### src/sct_pkg.sv
`timescale 1ns / 1ps
`default_nettype none
// ----------------------------------------------------------------------------
// sct_pkg
// Types and character codes shared by the command tokenizer front end,
// queue and back end.
// ----------------------------------------------------------------------------
package sct_pkg;

    // Result kinds as seen on the output port
    typedef enum logic [1:0] {
        KIND_CHAR = 2'd0,
        KIND_EOT  = 2'd1,
        KIND_EOL  = 2'd2
    } t_kind;

    // Operations handed from the front end to the back end
    typedef enum logic [1:0] {
        OPC_CHAR    = 2'd0,  // feed one character to the back end
        OPC_NOP     = 2'd1,  // no work, only carries the end-of-byte mark
        OPC_EOL     = 2'd2,  // end the line
        OPC_EOL_RST = 2'd3   // end the line, then return to reset state
    } t_opc;

    typedef struct packed {
        t_opc       code;
        logic [7:0] sym;
        logic       item_end;  // last op caused by one input byte
    } t_op;

    localparam logic [7:0] CH_NUL   = 8'h00;
    localparam logic [7:0] CH_TAB   = 8'h09;
    localparam logic [7:0] CH_LF    = 8'h0A;
    localparam logic [7:0] CH_SPACE = 8'h20;
    localparam logic [7:0] CH_DQ    = 8'h22;
    localparam logic [7:0] CH_AMP   = 8'h26;
    localparam logic [7:0] CH_SQ    = 8'h27;
    localparam logic [7:0] CH_ONE   = 8'h31;
    localparam logic [7:0] CH_TWO   = 8'h32;
    localparam logic [7:0] CH_LT    = 8'h3C;
    localparam logic [7:0] CH_GT    = 8'h3E;
    localparam logic [7:0] CH_BSL   = 8'h5C;
    localparam logic [7:0] CH_N     = 8'h6E;
    localparam logic [7:0] CH_T     = 8'h74;

endpackage : sct_pkg
`default_nettype wire

### src/shell_command_tokenizer_core.sv
`timescale 1ns / 1ps
`default_nettype none
// ----------------------------------------------------------------------------
// shell_command_tokenizer_core
// Command-line tokenizer: bytes in, token characters / end-of-token /
// end-of-line marks out.
// ----------------------------------------------------------------------------
//
//  Channel  Direction  Handshake                   Payload
//  -------  ---------  --------------------------  ------------------------------
//  in       sink       i_in_valid / o_in_ready     i_byte_in, i_line_last
//  out      source     o_out_valid / i_out_ready   o_out_kind, o_symbol, o_run_last
//
//  Flow: the front end issues one queue op per cycle while the queue has room:
//  one op per resolved byte plus a close op per transaction, so a plain byte
//  yields its char op and the close op; a redirection adds the spaces around
//  it as extra ops. The back end decodes each op into its results and an
//  end-of-byte flush and takes them one per cycle while the output is free;
//  results leave through a one-entry hold plus output register.
//  Reset: synchronous, active low; all control state clears on reset.
//  Stalls: the op queue (FIFO_DEPTH entries) lets front and back stall apart;
//  an output stall holds the back end while the front keeps taking bytes
//  until the queue fills, then o_in_ready drops.
//
// Front end: tracks quotes and spaces out unquoted >, >>, <, <>, 2> and
// 2>&1, holding up to four bytes until the pattern is decided. A zero byte
// or the last flag resolves the held bytes as if nothing follows and closes
// the line; the last flag also returns all state to reset.
// Back end: drops quote chars, folds unquoted blank runs into one separator,
// handles backslash escapes inside quotes and tracks the empty-token rule.
// ----------------------------------------------------------------------------
module shell_command_tokenizer_core import sct_pkg::*; #(
    parameter int FIFO_DEPTH = 4
) (
    input  wire logic       i_clk,
    input  wire logic       i_rst_n,
    input  wire logic       i_in_valid,
    output logic            o_in_ready,
    input  wire logic [7:0] i_byte_in,
    input  wire logic       i_line_last,
    output logic            o_out_valid,
    input  wire logic       i_out_ready,
    output logic [1:0]      o_out_kind,
    output logic [7:0]      o_symbol,
    output logic            o_run_last
);

    // front -> queue
    logic  fr_push;
    logic  q_ready;
    t_op   fr_op;
    // queue -> back
    logic  q_valid;
    logic  bk_ready;
    t_op   q_op;
    t_kind bk_kind;

    sct_front u_front (
        .i_clk        (i_clk),
        .i_rst_n      (i_rst_n),
        .i_in_valid   (i_in_valid),
        .o_in_ready   (o_in_ready),
        .i_byte_in    (i_byte_in),
        .i_line_last  (i_line_last),
        .o_push       (fr_push),
        .o_op         (fr_op),
        .i_push_ready (q_ready)
    );

    sct_fifo #(
        .DEPTH (FIFO_DEPTH)
    ) u_fifo (
        .i_clk   (i_clk),
        .i_rst_n (i_rst_n),
        .i_push  (fr_push),
        .o_ready (q_ready),
        .i_data  (fr_op),
        .o_valid (q_valid),
        .i_pop   (bk_ready),
        .o_data  (q_op)
    );

    sct_back u_back (
        .i_clk       (i_clk),
        .i_rst_n     (i_rst_n),
        .i_op_valid  (q_valid),
        .o_op_ready  (bk_ready),
        .i_op        (q_op),
        .o_out_valid (o_out_valid),
        .i_out_ready (i_out_ready),
        .o_out_kind  (bk_kind),
        .o_symbol    (o_symbol),
        .o_run_last  (o_run_last)
    );

    assign o_out_kind = bk_kind;

endmodule : shell_command_tokenizer_core
`default_nettype wire

### src/sct_front.sv
`timescale 1ns / 1ps
`default_nettype none
// ----------------------------------------------------------------------------
// sct_front
// Byte intake, quote tracking and redirection spacing with a small
// lookahead buffer; issues one back-end op per cycle while the queue has room.
// ----------------------------------------------------------------------------
module sct_front import sct_pkg::*; (
    input  wire logic       i_clk,
    input  wire logic       i_rst_n,
    input  wire logic       i_in_valid,
    output logic            o_in_ready,
    input  wire logic [7:0] i_byte_in,
    input  wire logic       i_line_last,
    output logic            o_push,
    output t_op             o_op,
    input  wire logic       i_push_ready
);

    logic       r_busy;
    logic       r_at_end;
    logic       r_last;
    logic       r_sq;
    logic       r_dq;
    logic [2:0] r_cnt;
    logic [7:0] r_buf [0:3];
    logic [7:0] r_str [0:4];
    logic [2:0] r_slen;

    logic       n_sq, n_dq, unq, brk, done, fire;
    logic [7:0] pat [0:5];
    logic [2:0] plen, used;
    logic [7:0] sh  [0:3];
    logic       accept, byte_nz;

    // One resolve step on the head of the lookahead buffer
    always_comb begin
        n_sq = r_sq ^ (r_buf[0] == CH_SQ);
        n_dq = r_dq ^ (r_buf[0] == CH_DQ);
        unq  = !n_sq && !n_dq;
        brk  = 1'b0;
        plen = 3'd1;
        used = 3'd1;
        for (int i = 0; i < 6; i++) begin
            pat[i] = CH_NUL;
        end
        pat[0] = r_buf[0];
        if (unq && r_buf[0] == CH_TWO) begin
            if (r_cnt < 3'd2 && !r_at_end) begin
                brk = 1'b1;
            end else if (r_cnt >= 3'd2 && r_buf[1] == CH_GT) begin
                if (r_cnt < 3'd3 && !r_at_end) begin
                    brk = 1'b1;
                end else if (r_cnt == 3'd3 && r_buf[2] == CH_AMP && !r_at_end) begin
                    brk = 1'b1;
                end else if (r_cnt == 3'd4 && r_buf[2] == CH_AMP && r_buf[3] == CH_ONE) begin
                    pat[0] = CH_SPACE;
                    pat[1] = CH_TWO;
                    pat[2] = CH_GT;
                    pat[3] = CH_AMP;
                    pat[4] = CH_ONE;
                    pat[5] = CH_SPACE;
                    plen   = 3'd6;
                    used   = 3'd4;
                end else begin
                    pat[0] = CH_SPACE;
                    pat[1] = CH_TWO;
                    pat[2] = CH_GT;
                    pat[3] = CH_SPACE;
                    plen   = 3'd4;
                    used   = 3'd2;
                end
            end
        end else if (unq && (r_buf[0] == CH_GT || r_buf[0] == CH_LT)) begin
            if (r_cnt < 3'd2 && !r_at_end) begin
                brk = 1'b1;
            end else if (r_cnt >= 3'd2 && r_buf[1] == CH_GT) begin
                pat[0] = CH_SPACE;
                pat[1] = r_buf[0];
                pat[2] = CH_GT;
                pat[3] = CH_SPACE;
                plen   = 3'd4;
                used   = 3'd2;
            end else begin
                pat[0] = CH_SPACE;
                pat[1] = r_buf[0];
                pat[2] = CH_SPACE;
                plen   = 3'd3;
            end
        end
        done = (r_cnt == 3'd0) || brk;
    end

    // Buffer after dropping the consumed bytes
    always_comb begin
        sh[0] = (used == 3'd1) ? r_buf[1] : (used == 3'd2) ? r_buf[2] : CH_NUL;
        sh[1] = (used == 3'd1) ? r_buf[2] : (used == 3'd2) ? r_buf[3] : CH_NUL;
        sh[2] = (used == 3'd1) ? r_buf[3] : CH_NUL;
        sh[3] = CH_NUL;
    end

    // Op selection: pending pattern chars, then a new step, then the close op
    always_comb begin
        o_op.item_end = 1'b0;
        o_op.code     = OPC_CHAR;
        o_op.sym      = CH_NUL;
        if (r_slen != 3'd0) begin
            o_op.sym = r_str[0];
        end else if (!done) begin
            o_op.sym = pat[0];
        end else begin
            o_op.item_end = 1'b1;
            if (r_at_end) begin
                o_op.code = r_last ? OPC_EOL_RST : OPC_EOL;
            end else begin
                o_op.code = OPC_NOP;
            end
        end
    end

    assign o_push     = r_busy;
    assign fire       = r_busy && i_push_ready;
    assign o_in_ready = !r_busy || (i_push_ready && r_slen == 3'd0 && done);
    assign accept     = i_in_valid && o_in_ready;
    assign byte_nz    = (i_byte_in != CH_NUL);

    always_ff @(posedge i_clk) begin
        if (!i_rst_n) begin
            r_busy   <= 1'b0;
            r_at_end <= 1'b0;
            r_last   <= 1'b0;
            r_sq     <= 1'b0;
            r_dq     <= 1'b0;
            r_cnt    <= 3'd0;
            r_slen   <= 3'd0;
        end else begin
            if (fire) begin
                if (r_slen != 3'd0) begin
                    r_slen <= r_slen - 3'd1;
                end else if (!done) begin
                    r_sq   <= n_sq;
                    r_dq   <= n_dq;
                    r_slen <= plen - 3'd1;
                    r_cnt  <= r_cnt - used;
                end else begin
                    // a byte taken with the close op keeps the front busy
                    if (!accept) begin
                        r_busy <= 1'b0;
                    end
                    if (r_last) begin
                        r_sq <= 1'b0;
                        r_dq <= 1'b0;
                    end
                end
            end
            if (accept) begin
                r_busy   <= 1'b1;
                r_at_end <= i_line_last || !byte_nz;
                r_last   <= i_line_last;
                if (byte_nz) begin
                    r_cnt <= r_cnt + 3'd1;
                end
            end
        end
    end

    always_ff @(posedge i_clk) begin
        if (fire) begin
            if (r_slen != 3'd0) begin
                for (int i = 0; i < 4; i++) begin
                    r_str[i] <= r_str[i+1];
                end
            end else if (!done) begin
                for (int i = 0; i < 5; i++) begin
                    r_str[i] <= pat[i+1];
                end
                for (int i = 0; i < 4; i++) begin
                    r_buf[i] <= sh[i];
                end
            end
        end
        if (accept && byte_nz) begin
            for (int i = 0; i < 4; i++) begin
                if (r_cnt[1:0] == 2'(i)) begin
                    r_buf[i] <= i_byte_in;
                end
            end
        end
    end

    // A step that consumes bytes always shrinks the buffer
    a_step_progress: assert property (@(posedge i_clk) disable iff (!i_rst_n)
        fire && r_slen == 3'd0 && !done |=> r_cnt < $past(r_cnt))
        else $error("front step did not consume lookahead");

    // Idle front always has room for one more byte and nothing pending
    a_idle_room: assert property (@(posedge i_clk) disable iff (!i_rst_n)
        !r_busy |-> (r_slen == 3'd0) && (r_cnt <= 3'd3))
        else $error("front idle with pending work");

endmodule : sct_front
`default_nettype wire

### src/sct_fifo.sv
`timescale 1ns / 1ps
`default_nettype none
// ----------------------------------------------------------------------------
// sct_fifo
// Short op queue between the front end and the back end.
// ----------------------------------------------------------------------------
module sct_fifo import sct_pkg::*; #(
    parameter int DEPTH = 4
) (
    input  wire logic i_clk,
    input  wire logic i_rst_n,
    input  wire logic i_push,
    output logic      o_ready,
    input  wire t_op  i_data,
    output logic      o_valid,
    input  wire logic i_pop,
    output t_op       o_data
);

    localparam int PW = (DEPTH > 1) ? $clog2(DEPTH) : 1;
    localparam int CW = $clog2(DEPTH + 1);

    t_op           r_mem [0:DEPTH-1];
    logic [PW-1:0] r_wp, r_rp;
    logic [CW-1:0] r_count;
    logic          do_push, do_pop;

    assign o_ready = (r_count != CW'(DEPTH));
    assign o_valid = (r_count != '0);
    assign o_data  = r_mem[r_rp];
    assign do_push = i_push && o_ready;
    assign do_pop  = i_pop && o_valid;

    always_ff @(posedge i_clk) begin
        if (!i_rst_n) begin
            r_wp    <= '0;
            r_rp    <= '0;
            r_count <= '0;
        end else begin
            if (do_push) begin
                r_wp <= (r_wp == PW'(DEPTH - 1)) ? '0 : r_wp + PW'(1);
            end
            if (do_pop) begin
                r_rp <= (r_rp == PW'(DEPTH - 1)) ? '0 : r_rp + PW'(1);
            end
            if (do_push && !do_pop) begin
                r_count <= r_count + CW'(1);
            end else if (do_pop && !do_push) begin
                r_count <= r_count - CW'(1);
            end
        end
    end

    always_ff @(posedge i_clk) begin
        if (do_push) begin
            r_mem[r_wp] <= i_data;
        end
    end

    a_count_range: assert property (@(posedge i_clk) disable iff (!i_rst_n)
        r_count <= CW'(DEPTH))
        else $error("op queue overflow");

endmodule : sct_fifo
`default_nettype wire

### src/sct_back.sv
`timescale 1ns / 1ps
`default_nettype none
// ----------------------------------------------------------------------------
// sct_back
// Quote stripping, blank folding, escapes and line ending; one result a cycle
// while the output is free, last-result marking through a one-entry hold stage.
// ----------------------------------------------------------------------------
module sct_back import sct_pkg::*; (
    input  wire logic i_clk,
    input  wire logic i_rst_n,
    input  wire logic i_op_valid,
    output logic      o_op_ready,
    input  wire t_op  i_op,
    output logic      o_out_valid,
    input  wire logic i_out_ready,
    output t_kind     o_out_kind,
    output logic [7:0] o_symbol,
    output logic      o_run_last
);

    typedef struct packed {
        logic       flush;
        t_kind      kind;
        logic [7:0] sym;
    } t_evt;

    function automatic t_evt mk_evt(input logic flush, input t_kind kind,
                                    input logic [7:0] sym);
        t_evt e;
        e.flush = flush;
        e.kind  = kind;
        e.sym   = sym;
        return e;
    endfunction

    logic       r_sq, r_dq, r_esc, r_inb, r_tn, r_stop;
    logic [1:0] r_pcnt;
    t_evt       r_pend [0:1];
    logic       r_hold_v;
    t_evt       r_hold;
    logic       r_o_valid;
    t_kind      r_o_kind;
    logic [7:0] r_o_sym;
    logic       r_o_last;

    logic       s_sq, s_dq, s_esc, s_inb, s_tn, s_stop;
    t_evt       ev [0:2];
    logic [1:0] k;
    logic [7:0] c;
    logic       quoted, out_free, pop, ex_v, push;
    t_evt       ex;

    assign out_free   = !r_o_valid || i_out_ready;
    assign o_op_ready = (r_pcnt == 2'd0) && out_free;
    assign pop        = i_op_valid && o_op_ready;

    // Decode one op into up to three events and the next back-end state
    always_comb begin
        s_sq   = r_sq;
        s_dq   = r_dq;
        s_esc  = r_esc;
        s_inb  = r_inb;
        s_tn   = r_tn;
        s_stop = r_stop;
        k      = 2'd0;
        for (int i = 0; i < 3; i++) begin
            ev[i] = mk_evt(1'b0, KIND_CHAR, CH_NUL);
        end
        c      = i_op.sym;
        quoted = r_sq || r_dq;
        unique case (i_op.code)
            OPC_CHAR: begin
                if (!r_stop) begin
                    if (c == CH_LF) begin
                        if (r_tn) begin
                            ev[k] = mk_evt(1'b0, KIND_EOT, CH_NUL);
                            k     = k + 2'd1;
                        end
                        ev[k]  = mk_evt(1'b0, KIND_EOL, CH_NUL);
                        k      = k + 2'd1;
                        s_tn   = 1'b0;
                        s_stop = 1'b1;
                    end else if (c == CH_SPACE || c == CH_TAB) begin
                        if (quoted) begin
                            s_inb = 1'b0;
                            ev[k] = mk_evt(1'b0, KIND_CHAR, c);
                            k     = k + 2'd1;
                            s_tn  = 1'b1;
                        end else if (!r_inb) begin
                            s_inb = 1'b1;
                            if (r_tn) begin
                                ev[k] = mk_evt(1'b0, KIND_EOT, CH_NUL);
                                s_tn  = 1'b0;
                            end else begin
                                // empty token ends the line
                                ev[k]  = mk_evt(1'b0, KIND_EOL, CH_NUL);
                                s_stop = 1'b1;
                            end
                            k = k + 2'd1;
                        end
                    end else begin
                        s_inb = 1'b0;
                        if (c == CH_SQ) begin
                            s_sq = !r_sq;
                        end else if (c == CH_DQ) begin
                            s_dq = !r_dq;
                        end else if (c == CH_BSL && quoted) begin
                            s_esc = 1'b1;
                        end else if (r_esc) begin
                            s_esc = 1'b0;
                            s_tn  = 1'b1;
                            if (c == CH_N) begin
                                ev[k] = mk_evt(1'b0, KIND_CHAR, CH_LF);
                                k     = k + 2'd1;
                            end else if (c == CH_T) begin
                                ev[k] = mk_evt(1'b0, KIND_CHAR, CH_TAB);
                                k     = k + 2'd1;
                            end else begin
                                ev[k] = mk_evt(1'b0, KIND_CHAR, CH_BSL);
                                k     = k + 2'd1;
                                ev[k] = mk_evt(1'b0, KIND_CHAR, c);
                                k     = k + 2'd1;
                            end
                        end else begin
                            ev[k] = mk_evt(1'b0, KIND_CHAR, c);
                            k     = k + 2'd1;
                            s_tn  = 1'b1;
                        end
                    end
                end
            end
            OPC_NOP: begin
            end
            OPC_EOL, OPC_EOL_RST: begin
                if (!r_stop) begin
                    if (r_tn) begin
                        ev[k] = mk_evt(1'b0, KIND_EOT, CH_NUL);
                        k     = k + 2'd1;
                    end
                    ev[k]  = mk_evt(1'b0, KIND_EOL, CH_NUL);
                    k      = k + 2'd1;
                    s_tn   = 1'b0;
                    s_stop = 1'b1;
                end
                if (i_op.code == OPC_EOL_RST) begin
                    s_sq   = 1'b0;
                    s_dq   = 1'b0;
                    s_esc  = 1'b0;
                    s_inb  = 1'b0;
                    s_tn   = 1'b0;
                    s_stop = 1'b0;
                end
            end
        endcase
        if (i_op.item_end) begin
            ev[k] = mk_evt(1'b1, KIND_CHAR, CH_NUL);
            k     = k + 2'd1;
        end
    end

    // Event taken this cycle: first event of a fresh op, or a pending one
    always_comb begin
        ex_v = 1'b0;
        ex   = ev[0];
        if (pop) begin
            ex_v = (k != 2'd0);
        end else if (r_pcnt != 2'd0 && out_free) begin
            ex_v = 1'b1;
            ex   = r_pend[0];
        end
    end

    // The held result leaves once it is known whether it closes its byte
    assign push = ex_v && r_hold_v;

    always_ff @(posedge i_clk) begin
        if (!i_rst_n) begin
            r_sq      <= 1'b0;
            r_dq      <= 1'b0;
            r_esc     <= 1'b0;
            r_inb     <= 1'b0;
            r_tn      <= 1'b0;
            r_stop    <= 1'b0;
            r_pcnt    <= 2'd0;
            r_hold_v  <= 1'b0;
            r_o_valid <= 1'b0;
        end else begin
            if (pop) begin
                r_sq   <= s_sq;
                r_dq   <= s_dq;
                r_esc  <= s_esc;
                r_inb  <= s_inb;
                r_tn   <= s_tn;
                r_stop <= s_stop;
                r_pcnt <= (k == 2'd0) ? 2'd0 : k - 2'd1;
            end else if (r_pcnt != 2'd0 && out_free) begin
                r_pcnt <= r_pcnt - 2'd1;
            end
            if (ex_v) begin
                r_hold_v <= !ex.flush;
            end
            if (push) begin
                r_o_valid <= 1'b1;
            end else if (i_out_ready) begin
                r_o_valid <= 1'b0;
            end
        end
    end

    always_ff @(posedge i_clk) begin
        if (pop) begin
            r_pend[0] <= ev[1];
            r_pend[1] <= ev[2];
        end else if (r_pcnt != 2'd0 && out_free) begin
            r_pend[0] <= r_pend[1];
        end
        if (ex_v && !ex.flush) begin
            r_hold <= ex;
        end
        if (push) begin
            r_o_kind <= r_hold.kind;
            r_o_sym  <= r_hold.sym;
            r_o_last <= ex.flush;
        end
    end

    assign o_out_valid = r_o_valid;
    assign o_out_kind  = r_o_kind;
    assign o_symbol    = r_o_sym;
    assign o_run_last  = r_o_last;

    // A flush always empties the hold stage
    a_flush_empties: assert property (@(posedge i_clk) disable iff (!i_rst_n)
        ex_v && ex.flush |=> !r_hold_v)
        else $error("hold stage not emptied by flush");

    // Once the line is ended, an op yields at most the end-of-byte flush
    a_stopped_quiet: assert property (@(posedge i_clk) disable iff (!i_rst_n)
        pop && r_stop |-> (k == 2'd0) || ev[0].flush)
        else $error("result produced after end of line");

endmodule : sct_back
`default_nettype wire
### config.mk
export PLATFORM = sky130hd
export DESIGN_NAME = shell_command_tokenizer_core
export DESIGN_NICKNAME = d
export VERILOG_FILES = /design/src/sct_pkg.sv /design/src/shell_command_tokenizer_core.sv /design/src/sct_front.sv /design/src/sct_fifo.sv /design/src/sct_back.sv
export SDC_FILE = /design/constraint.sdc
export NUM_CORES = 1
export LEC_CHECK = 0
export ABC_AREA = 1
export BUFFER_PORTS_ARGS = -buffer_cell sky130_fd_sc_hd__buf_2
export CORE_ASPECT_RATIO = 0.8
export CORE_UTILIZATION = 35
export DETAILED_ROUTE_END_ITERATION = 7
export GPL_ROUTABILITY_DRIVEN = 1
export PLACE_DENSITY = 0.5
export SKIP_LAST_GASP = 1
export SYNTH_ARGS = -nofsm -noshare
export SYNTH_HDL_FRONTEND = slang
export SYNTH_SLANG_ARGS = --single-unit
### constraint.sdc
create_clock -name i_clk -period 4 [get_ports i_clk]
set_input_delay 0.6 -clock i_clk [delete_from_list [all_inputs] [get_ports i_clk]]
set_output_delay 0.6 -clock i_clk [all_outputs]
set_load 0.01 [all_outputs]
# Yosys cells after proc, flatten, opt, wreduce, memory -nomap -nowiden
# Memory sizes are Yosys's and may differ from the RTL's. A register that Yosys moved wholly into a read port is not among the register bits.
# Cells that the tools add are included.
# word_totals
word_cells	397
inputBits	13
ram_bits	138
n_memories	4
register_bits	49
out_inout_bits	13
# memory_table
name	words	width	read_ports	rd_clocked_by_memory_dff	write_ports	line	text
u_fifo.r_mem	4	11	1	1	1	sct_fifo.sv:23	t_op r_mem [0:DEPTH-1];
u_front.r_str	5	8	5	0	5	sct_front.sv:27	logic [7:0] r_str [0:4];
u_front.r_buf	4	8	4	0	4	sct_front.sv:26	logic [7:0] r_buf [0:3];
u_back.r_pend	2	11	2	0	2	sct_back.sv:38	t_evt r_pend [0:1];
# classes
order_cmp	9
n_eq_ne	44
bitwise	24
add_sub_neg	13
n_reduce_logical	71
n_mux	208
# op_table
operator	count
11-bit 2-to-1 mux	18
48-bit 2-to-1 mux	4
8-bit 2-to-1 mux	17
33-bit 2-to-1 mux	3
32-bit 2-to-1 mux	3
30-bit AND	3
30-bit inverter	3
8-bit by 6-bit equality test with 1-bit output (second input constant)	11
22-bit 2-to-1 mux	4
1-bit 2-to-1 mux	85
3-bit 2-to-1 mux	26
11-bit demux with 2-bit select	3
33-bit case mux with 2 select lines	1
2-bit 2-to-1 mux	29
1-bit logical AND	26
8-bit by 7-bit equality test with 1-bit output (second input constant)	3
8-bit AND reduction	3
8-bit by 4-bit equality test with 1-bit output (second input constant)	2
16-bit 2-to-1 mux	1
2-bit nonzero test	8
14-bit 2-to-1 mux	1
7-bit 2-to-1 mux	2
2-bit equality test (second input constant)	6
2-bit != test (second input constant)	6
other kinds (39)	101

# Depth between registers and ports, before layout
# Gate-level depths: netlist of the first run.
# logic_depth
ltp_word	23
ltp_mapped	24
ltp_nobuf	23

# Hierarchy
# From an unflattened synthesis of the first run, not the netlist that was laid out.
# unflattened
hier_cells	894
area_unflattened_um2	8120.3
# by_module_without_submodules
module	area_each_um2	seq_area_each_um2	cells_per_inst	instances
sct_front	3553.4	1721.7	422	1
sct_back	2413.6	1161.1	295	1
sct_fifo	2153.3	1501.4	177	1

# Worst setup path before layout of the first run
# No wires, ideal clock.
# synth_timing
path_kind	reg2reg
from	register (tool-made name)
to	register u_back.r_o_kind[0] (netlist: u_back.o_out_kind[0]) (enable)
required_time_ns	3.661
setup_slack_ns	1.203
stages_incl_launch_ff	23
arrival_time_ns	2.458
period_less_slack_ns	2.797
cell_sequence	dfxtp_1 -> buf_4 -> inv_2 -> buf_4 -> nand3_1 -> nand2_1 -> nand2_1 -> nor2_1 -> nand2_1 -> nand2_4 -> inv_4 -> nand3_2 -> nand2_1 -> nand2_1 -> nand2_2 -> ha_1 -> nand2_1 -> nand2_1 -> inv_1 -> a21oi_1 -> nand2_1 -> nand2_1 -> inv_1
# synth_lines
element	line	text
end signal: assignment	sct_back.sv:221	r_o_kind <= r_hold.kind;
end: declaration	sct_back.sv:42	t_kind r_o_kind;

==> results.tsv, run 1 <==
stage	metric	value	unit
run_status	status	complete, no violations	
cells_and_area	post-route-cell-area	8937	sq um
critical_path	timing.critical_path.to_type	flop	
yosys	synthesis.instances	889	
die	die_h	136.4	um
critical_path	critPathBufInv	4	
route	drt-pass1-iter-count	5	
route	drc	0	
place	place_hpwl	13.36	mm
cts	post_cts_resized	0	
critical_path	critical-path-top-delay-family	simple AND/OR/NAND/NOR gates	
yosys	synth.distinct_cells	46	
die	fp.dieW	170.0	um
yosys	synth_compound_area_share	9.010	%
sta	slew_viol_final	0	
sta	hold_violations	0	
yosys	ys_seq_elements	156	
cts	cts_inserted_buffers	17	
cts	cts_tree	built	
cells_and_area	drive_gt1_share	11.10	%
route	post_drt_wl_per_cell	14.46	um
route	wl	17.89	mm
critical_path	arrival	3.82	ns
critical_path	worstPathRequired	4.18	ns
flow_run	cap_violations	0	
pwr	p_leak	3.738	nW
pwr	power	6.383	mW
die	rows	48	
critical_path	slowest_stage	dfxtp_1	
route	postRouteAntennaNets	0	
yosys	ys_seq_area_share	55.49	%
yosys	synthMuxAreaShare	0	%
critical_path	cp-start-kind	flop	
cts	clockBufferDepth	2	
cts	cts_root_buf	clkbuf_16	
place	port_buffers	25	
yosys	yosys-top-cells-count	nand2_1 (270), edfxtp_1 (126), inv_1 (100), nor2_1 (76), o21ai_0 (57)	
cells_and_area	finalNetCount	956	
die	coreArea	21860	sq um
route	vias	5852	
die	io_pins	26	
cts	cts_hold_buf	0	
cells_and_area	syn_to_final_growth	13.11	%
yosys	synth_edf_count	126	
pwr	p_per_area	714.2	nW/um^2
cts	clkSlewWorstSetupHoldPaths	0.07	ns
yosys	synth_top_family_by_area	simple AND/OR/NAND/NOR gates	
route	vias_per_cell	4.731	
sta	final.setup.tns	0	ns
sta	fmax	0.2748	GHz
die	start_util	36.14	%
die	die_area	23180	sq um
yosys	async_flop_share	0	%
min_path	hp-class	reg2reg	
route	drt-initial-drc-count	416	
sta	period_minus_slack	3.639	ns
yosys	synthXorXnorAreaFrac	0	%
global_routing	grt_pass1_vias	5345	
global_routing	grt_pass1_wl	29.20	mm
yosys	synth.most_common_cell	nand2_1	
cts	clock_latency	0.43	ns
sta	relSlewSlack	17.94	%
cts	cts_sinks	156	
yosys	syn_area	7901	sq um
global_routing	overflow	0	
critical_path	cpMostUsedCell	nand2_1	
sta	finClkSkew	0.008885	ns
critical_path	worstSetupPathType	reg2reg	
sta	holdWs	0.4212	ns
cts	htree_levels	4	
yosys	yosys.area_share.simple	25.38	%
place	place_area	8347	sq um
sta	worstMarginPinSlew	1.226	ns
global_routing	grt_max_degree	24	
sta	setup_viol	0	
yosys	ys_top_cells_by_area	edfxtp_1 (48%), nand2_1 (13%), dfxtp_1 (7.6%), inv_1 (4.8%), o21ai_0 (3.6%)	
cts	cts_setup_buffers	0	
yosys	synthAdderAreaFrac	3.199	%
yosys	yosys_most_used_dff	edfxtp_1	
critical_path	crit_fanout	14	
yosys	avgSynthCellArea	8.888	sq um
pwr	ir_worst_vdd	0.2337	mV
yosys	ys_warn_count	0	
critical_path	crit_chain	buf_4, nand3_1, nand2_1, inv_1, nand2_1, nor2_1, nand2_1, inv_1, nor2_1, nand3_1, nand2_1, inv_1, ha_1, nand2_1, nand4_1, nor2_2, o21ai_1, o41ai_1	
sta	grt_setup_unrepaired	false	
critical_path	cpPeakStageDelay	0.45	ns
yosys	yosysTopAreaCell	edfxtp_1	
yosys	synth_top_area_share	47.89	%
cells_and_area	diodes	0	
global_routing	grt_usage	16.51	%
sta	period_share	90.96	%
place	gp_congestion	0.8299	
global_routing	antenna_found_initial	1	
report_power, final:
part / internal [mW] / total, mW / switching [mW]
combinational: 0.626 / 2.24 / 1.62
clock: 0.928 / 1.63 / 0.700
sequential: 2.34 / 2.51 / 0.167
total: 3.90 / 6.38 / 2.49
final cells by class:
type,count,area (sq um)
fill,2208,12920
sequential,156,4384
multi-input combinational,604,2980
clock buffer,17,425.4
inverter,112,424.2
tap,300,375.4
timing repair buffer,33,185.2
clock inverter,15,162.7
worst paths after layout:
| path | start | endpoint | slack [ns] | cells after the start |
|---|---|---|---|---|
| min | u_back.r_hold[5]$_DFFE_PP_ | u_back.o_symbol[5]$_DFFE_PP_ | 0.42 | 0 |
| min reg2reg | u_back.r_hold[5]$_DFFE_PP_ | u_back.o_symbol[5]$_DFFE_PP_ | 0.42 | 0 |
| max reg2reg | flop | u_back.r_hold[5]$_DFFE_PP_ | 0.36 | 18 |
| max | flop | u_back.r_hold[5]$_DFFE_PP_ | 0.36 | 18 |
layer usage:
metal  track usage [%]  share of wire [%]
met5                 0                  0
met4             4.555               0.82
met2             22.11                 38
met3             3.057                4.2
met1             26.38                 57
sequential cells by signal (all words and copies together), names as in the netlist, 2 cells and up, named ones only:
register and cells:
u_front.r_buf 32, u_back.r_pcnt 2, u_back.o_out_kind 2, u_fifo.r_mem 44, u_back.r_hold 10, u_back.r_pend 11, u_fifo.r_count 3, u_front.r_cnt 3
u_fifo.r_rp 2, u_back.o_symbol 8, u_front.r_slen 3, u_front.r_str 18, u_fifo.r_wp 2
worst register-to-register path: cells and delay by family (launching register included):
kind                     cells  cell delay [ns]
AO/OA/AOI/OAI                2             0.52
adder cells (fa/ha/maj)      1             0.17
buffers and inverters        4             0.49
flip-flops                   1             0.45
AND/OR/NAND/NOR             11             1.76
cells in the final DEF (no fill, tap or decap), types with 3 or more instances in the layout:
master / n
nor4_1: 3
o21ai_0: 57
buf_4: 8
nand2_4: 4
o22ai_1: 4
buf_2: 25
a21oi_1: 27
nand2_1: 270
nand3_1: 51
clkinvlp_4: 5
ha_1: 17
nand2_2: 9
o211ai_1: 3
inv_6: 5
nor3_1: 9
nand3_2: 3
o21ai_1: 19
inv_1: 100
nor3_2: 3
inv_2: 8
o31ai_1: 3
clkinv_1: 3
nor2_1: 75
edfxtp_1: 126
a211oi_1: 5
dfxtp_1: 30
nand4_1: 16
nand3b_1: 3
nor2_4: 3
clkbuf_16: 17
per-stage QoR:
step,setup slack [ns],util [%],instances
global placement,0.4354,38.18,1205
global route,0.03277,40.88,1237
detailed placement,0.3969,38.18,1205
floorplan,1.203,-,890
finish,0.3614,40.88,1237
CTS,0.3627,40.87,1237
logic make-up (layout without fill, tap and decap cells):
group,Yosys count,after routing
AOI/OAI and AO/OA,127,127
other,1,2
DFF,156,156
adders and majority gates,19,19
and+or+nand+nor,456,456
buffers and inverters,130,177
Power figures use the tool's default switching activity.
==> run 2, diff against run 1 <==
--- a/config.mk
+++ b/config.mk
@@ -8,10 +8,10 @@
 export ABC_AREA = 1
 export BUFFER_PORTS_ARGS = -buffer_cell sky130_fd_sc_hd__buf_2
 export CORE_ASPECT_RATIO = 0.8
-export CORE_UTILIZATION = 35
+export CORE_UTILIZATION = 40
 export DETAILED_ROUTE_END_ITERATION = 7
 export GPL_ROUTABILITY_DRIVEN = 1
-export PLACE_DENSITY = 0.5
+export PLACE_DENSITY = 0.55
 export SKIP_LAST_GASP = 1
 export SYNTH_ARGS = -nofsm -noshare
 export SYNTH_HDL_FRONTEND = slang
==> run 2 against run 1 <==
  * Via count rose by 2.3%
  * Count of clock-buffer cells in the layout rose by 1
  * Routed wire length fell by 1.7%
  * Die area fell by 12%
  * Register-to-register slack improved by 0.12 ns
  * Largest cell class unchanged
  * Critical path depth did not move
  * Clock skew rose by 0.0045 ns
  * Critical endpoint unchanged
  * Critical path type unchanged
  * Clock power fell by 9%
  * Hold slack got worse by 0.0017 ns
  * Combinational power barely moved
==> results.tsv, run 2 (synthesis results as in run 1) <==
stage	metric	value	unit
run_status	status	complete, no violations	
pwr	switchingPower	2.480	mW
critical_path	arrival	3.74	ns
critical_path	worstPathRequired	4.22	ns
route	wl	17.58	mm
critical_path	critical-path-top-delay-family	simple AND/OR/NAND/NOR gates	
cts	cts_tree	built	
cells_and_area	reg_top3	u_fifo.r_mem: 44 flops, u_front.r_buf: 32 flops, u_front.r_str: 18 flops	
critical_path	cp-start-kind	flop	
global_routing	grt_max_degree	24	
cells_and_area	syn_to_final_growth	11.99	%
critical_path	timing.critical_path.to_type	flop	
sta	period_share	87.90	%
route	drt-pass1-iter-count	6	
cts	cts_sinks	156	
die	rows	45	
cts	clockBufferDepth	2	
sta	period_minus_slack	3.516	ns
route	drc	0	
global_routing	overflow	0	
flow_run	cap_violations	0	
die	die_area	20320	sq um
cells_and_area	top_register	u_fifo.r_mem	
cells_and_area	largest_register_ffs	44	
cts	cts_inserted_buffers	17	
sta	grt_setup_unrepaired	false	
critical_path	crit_chain	buf_4, nand3_1, nand2_1, inv_1, nand2_1, nor2_1, nand2_1, inv_1, nor2_1, nand3_1, nand2_1, inv_1, ha_1, nand2_1, nand4_1, nor2_2, o21ai_1, o41ai_1	
die	fp.dieW	159.1	um
route	postRouteAntennaNets	0	
critical_path	slowest_stage	dfxtp_1	
critical_path	crit_fanout	14	
cells_and_area	drive_gt1_share	11.19	%
pwr	p_clk_share	23.8	%
pwr	internal-power	3.784	mW
route	drt-initial-drc-count	485	
cells_and_area	diodes	0	
critical_path	cpPeakStageDelay	0.45	ns
sta	finClkSkew	0.01340	ns
critical_path	cpMostUsedCell	nand2_1	
sta	fmax	0.2844	GHz
global_routing	grt_usage	18.47	%
cts	htree_levels	4	
global_routing	grt_pass1_vias	5621	
die	start_util	41.27	%
pwr	p_leak	3.724	nW
cells_and_area	final_cell_mix	nand2_1 (270), edfxtp_1 (126), inv_1 (100), nor2_1 (75), o21ai_0 (57)	
pwr	p_per_area	707.9	nW/um^2
route	vias_per_cell	5.004	
die	die_h	127.7	um
die	coreArea	19140	sq um
sta	final.setup.tns	0	ns
cts	clock_latency	0.42	ns
critical_path	regToRegSetupSlack	0.48	ns
place	port_buffers	25	
cts	cts_hold_buf	0	
route	post_drt_wl_per_cell	14.70	um
place	gp_congestion	0.8403	
critical_path	critPathBufInv	4	
cts	clkSlewWorstSetupHoldPaths	0.07	ns
sta	setup_viol	0	
sta	holdWs	0.4195	ns
sta	slew_viol_final	0	
min_path	hp-class	reg2reg	
pwr	pwr-share-comb	36.0	%
sta	worstMarginPinSlew	1.193	ns
cts	cts_setup_buffers	0	
cells_and_area	finalNetCount	957	
critical_path	worstSetupPathType	reg2reg	
min_path	min_from	u_back.r_hold[0]$_DFFE_PP_	
die	io_pins	26	
cells_and_area	layout_commonest_cell	nand2_1	
place	place_hpwl	13.00	mm
cts	cts_root_buf	clkbuf_16	
pwr	ir_worst_vdd	0.2636	mV
global_routing	antenna_found_initial	0	
pwr	swShare	39.59	%
pwr	seq_power_share	40.1	%
sta	hold_violations	0	
sta	relSlewSlack	20.17	%
route	vias	5985	
global_routing	grt_pass1_wl	29.53	mm
-- run 2: changes by cell type in the layout (fill, tap and decap cells not counted) --
cell       before  now
bufinv_16       2    0
clkinv_4        2    4
inv_6           5    3
buf_4           8    9
clkbuf_1        0    1
clkinv_1        3    2
clkinv_2        1    2
inv_8           0    1
-- run 2: path summary, 6_finish.rpt --
| check | depth (start not counted) | end |
|---|---|---|
| setup / recovery | 18 | u_back.r_hold[5]$_DFFE_PP_ |
| hold / removal | 0 | u_back.o_symbol[0]$_DFFE_PP_ |
| setup reg to reg | 18 | u_back.r_hold[5]$_DFFE_PP_ |
| hold reg to reg | 0 | u_back.o_symbol[0]$_DFFE_PP_ |
-- run 2: power by group through the flow --
stage / logic, mW / registers, mW / clock network, mW
detailed placement: 2.24 / 2.54 / 0
global placement: 2.24 / 2.53 / 0
CTS: 2.24 / 2.51 / 1.53
global route: 2.60 / 2.55 / 1.59
floorplan: 1.67 / 2.51 / 0
finish: 2.26 / 2.51 / 1.49
-- run 2: stage by stage --
| step | utilization (%) | setup slack, ns | instance area [sq um] | instances | total power, mW |
|---|---|---|---|---|---|
| floorplan | - | 1.203 | 7905 | 890 | 4.180 |
| global placement | 43.37 | 0.6406 | 8302 | 1164 | 4.771 |
| detailed placement | 43.37 | 0.5775 | 8302 | 1164 | 4.782 |
| CTS | 46.21 | 0.5515 | 8846 | 1196 | 6.287 |
| global route | 46.22 | 0.09224 | 8848 | 1196 | 6.744 |
| finish | 46.22 | 0.4839 | 8848 | 1196 | 6.264 |
-- run 2: routing by layer --
| metal | routed length [um] | global-route usage [%] |
|---|---|---|
| met1 | 9731 | 28.34 |
| met5 | 0 | 0 |
| met3 | 863 | 3.979 |
| met2 | 6878 | 26.01 |
| met4 | 110 | 4.921 |
-- run 2: worst register-to-register path, delay by kind of cell, from the launching register on --
family,cells,cell delay [ns]
DFF,1,0.45
and+or+nand+nor,11,1.76
adders and majority gates,1,0.17
buffers and inverters,4,0.51
AOI/OAI and AO/OA,2,0.44
-- run 2: cell type report --
class,instances,area (sq um)
Fill cell,1862,10290
Sequential cell,156,4384
Multi-Input combinational cell,604,2980
Clock buffer,18,429.2
Inverter,112,424.2
Tap cell,258,322.8
Timing Repair Buffer,34,192.7
Clock inverter,14,115.1
-- run 2: timing repair --
item | in CTS | in global routing
setup endpoints to repair | 0 | 1
hold endpoints to repair | 0 | 0
gates resized for setup | 0 | 1
==> run 3, diff against run 2 <==
--- a/config.mk
+++ b/config.mk
@@ -12,6 +12,7 @@
 export DETAILED_ROUTE_END_ITERATION = 7
 export GPL_ROUTABILITY_DRIVEN = 1
 export PLACE_DENSITY = 0.55
+export REMOVE_ABC_BUFFERS = 1
 export SKIP_LAST_GASP = 1
 export SYNTH_ARGS = -nofsm -noshare
 export SYNTH_HDL_FRONTEND = slang
==> constraint.sdc (replaced) <==
create_clock -name i_clk -period 3.7 [get_ports i_clk]
set_input_delay 0.555 -clock i_clk [delete_from_list [all_inputs] [get_ports i_clk]]
set_output_delay 0.555 -clock i_clk [all_outputs]
set_load 0.01 [all_outputs]
==> run 3 against run 2 <==
  * Combinational power rose by 11%
  * Clock power grew 13%
  * Design area is 0.96% higher
  * Sequential power is 8.4% higher
  * Clock skew decreased by 0.0024 ns
  * Utilization up 0.44 points
  * Register-to-register slack worse by 0.10 ns
  * Sequential share of layout area decreased by 0.46 points
  * Setup slack got worse by 0.10 ns
  * Routed wire length is 1.2% higher
  * Via count fell by 0.32%
  * Maximum frequency up 5.9%
  * Critical endpoint is now u_back.o_symbol[6]$_DFFE_PP_
  * Highest routed layer unchanged
==> results.tsv, run 3 (synthesis results as in run 1) <==
stage	metric	value	unit
pwr	p_per_area	773.8	nW/um^2
global_routing	overflow	0	
global_routing	grt_max_degree	24	
pwr	power	6.912	mW
cells_and_area	final_cell_mix	nand2_1 (269), edfxtp_1 (126), inv_1 (98), nor2_1 (76), o21ai_0 (57)	
place	gp_congestion	0.8548	
pwr	switchingPower	2.729	mW
pwr	p_leak	3.746	nW
cells_and_area	top_register	u_fifo.r_mem	
cts	clock_latency	0.43	ns
critical_path	timing.critical_path.to_type	flop	
die	fp.dieW	159.1	um
critical_path	reg2reg_depth	21	
cells_and_area	layout_commonest_cell	nand2_1	
pwr	ir_worst_vdd	0.3193	mV
route	drc	0	
cts	clkSlewWorstSetupHoldPaths	0.06	ns
route	vias_per_cell	4.976	
pwr	p_clk_share	24.3	%
route	drt-initial-drc-count	450	
pwr	internal-power	4.183	mW
run_status	status	complete, no violations	
pwr	swShare	39.48	%
sta	worstMarginPinSlew	0.7696	ns
sta	grt_setup_unrepaired	false	
route	wl	17.79	mm
min_path	hp-class	in2reg	
cells_and_area	n_fill_cell	1867	
place	pre_cts_slack	0.2726	ns
cells_and_area	final_core_util	46.67	%
critical_path	worstPathRequired	3.88	ns
cells_and_area	finalNetCount	960	
sta	finClkSkew	0.01096	ns
sta	final.setup.tns	0	ns
die	die_h	127.7	um
critical_path	crit_fanout	23	
sta	setup_slack	0.3790	ns
place	port_buffers	25	
flow_run	cap_violations	0	
sta	hold_violations	0	
min_path	whs_path_depth	3	
sta	fmax	0.3011	GHz
die	coreArea	19140	sq um
die	rows	45	
cts	clockBufferDepth	2	
cells_and_area	reg_top3	u_fifo.r_mem: 44 flops, u_front.r_buf: 32 flops, u_front.r_str: 18 flops	
route	postRouteAntennaNets	0	
place	place_inst	1165	
cells_and_area	largest_register_ffs	44	
die	start_util	41.27	%
cells_and_area	multi_input_area	2988	sq um
cells_and_area	regArea	4385	sq um
cts	cts_tree	built	
pwr	seq_power_share	39.4	%
cts	cts_sinks	156	
global_routing	antenna_found_initial	0	
cts	htree_levels	4	
cts	cts_root_buf	clkbuf_16	
die	io_pins	26	
route	drt-pass1-iter-count	5	
sta	slew_viol_final	0	
pwr	pwr-share-comb	36.3	%
critical_path	cp-start-kind	flop	
place	place_hpwl	13.14	mm
critical_path	worstSetupPathType	reg2reg	
cells_and_area	drive_gt1_share	12.01	%
global_routing	grt_pass1_vias	5680	
sta	period_share	89.76	%
route	post_drt_wl_per_cell	14.84	um
cts	cts_inserted_buffers	17	
global_routing	grt_pass1_wl	29.88	mm
sta	setup_viol	0	
sta	relSlewSlack	48.64	%
cells_and_area	syn_to_final_growth	13.06	%
cells_and_area	diodes	0	
critical_path	arrival	3.50	ns
global_routing	grt_usage	18.78	%
cts	cts_hold_buf	0	
die	die_area	20320	sq um
sta	period_minus_slack	3.321	ns
cells_and_area	fin_cells	1199	
route	vias	5966	
[run 3: changes by cell type in the layout (fill, tap and decap cells not counted), sizes merged]
cell / change
clkbuf: -1
clkinvlp: +2
buf: +2
clkinv: +1
bufinv: +1
inv: -2
[run 3: power by group through the flow]
stage / Sequential (mW) / Clock, mW / Combinational (mW)
finish: 2.72 / 1.68 / 2.51
global route: 2.77 / 1.78 / 2.90
CTS: 2.72 / 1.71 / 2.41
detailed placement: 2.76 / 0 / 2.40
global placement: 2.75 / 0 / 2.40
floorplan: 2.75 / 0 / 1.70
[run 3: timing repair]
action | CTS | global route
resized for setup | 0 | 12
endpoints found under the setup margin | 0 | 22
buffers inserted | 0 | 1
[run 3: path summary, 6_finish.rpt]
path / start / endpoint / slack [ns]
setup / recovery: flop / u_back.o_symbol[6]$_DFFE_PP_ / 0.38
hold / removal: i_line_last / u_front.r_at_end$_SDFFE_PN0P_ / 0.41
setup reg to reg: flop / u_back.o_symbol[6]$_DFFE_PP_ / 0.38
hold reg to reg: u_back.r_hold[2]$_DFFE_PP_ / u_back.o_symbol[2]$_DFFE_PP_ / 0.42
[run 3: final cells by class]
cell class / instances / area share [%]
Clock buffer: 17 / 4.762
Tap cell: 258 / 3.613
Sequential cell: 156 / 49.09
Timing Repair Buffer: 36 / 2.549
Multi-Input combinational cell: 604 / 33.45
Inverter: 112 / 4.888
Clock inverter: 15 / 1.569
Timing Repair inverter: 1 / 0.08403
[run 3: critical path, cell delays in order (launching register included)]
cell	delay, ns
dfxtp_1	0.39
buf_6	0.22
nand2_1	0.09
nand3_1	0.09
nand2_1	0.15
nand2_1	0.11
nor2_1	0.06
nand2_1	0.18
inv_1	0.08
nor2_1	0.18
nand3_1	0.16
nand2_1	0.12
inv_1	0.07
ha_1	0.27
nand2_1	0.05
nand2_1	0.06
inv_1	0.06
a21oi_1	0.18
nand2_1	0.10
nand2_1	0.15
clkinvlp_4	0.12
buf_12	0.15
[run 3: per-stage QoR]
stage	instance area, sq um	hold slack, ns
after floorplan	7786	0.4003
after global placement	8309	0.4006
after detailed placement	8309	0.4045
after CTS	8875	0.3953
after global routing	8934	0.4178
final	8934	0.4088
[run 3: layer usage]
metal / track usage (%) / part of all wire, % / vias to the layer above
met5: 0 / 0 / -
met4: 5.656 / 0.88 / 0
met3: 3.559 / 5.3 / 12
met2: 25.00 / 38 / 157
met1: 30.14 / 56 / 2737
li1: - / - / 3060
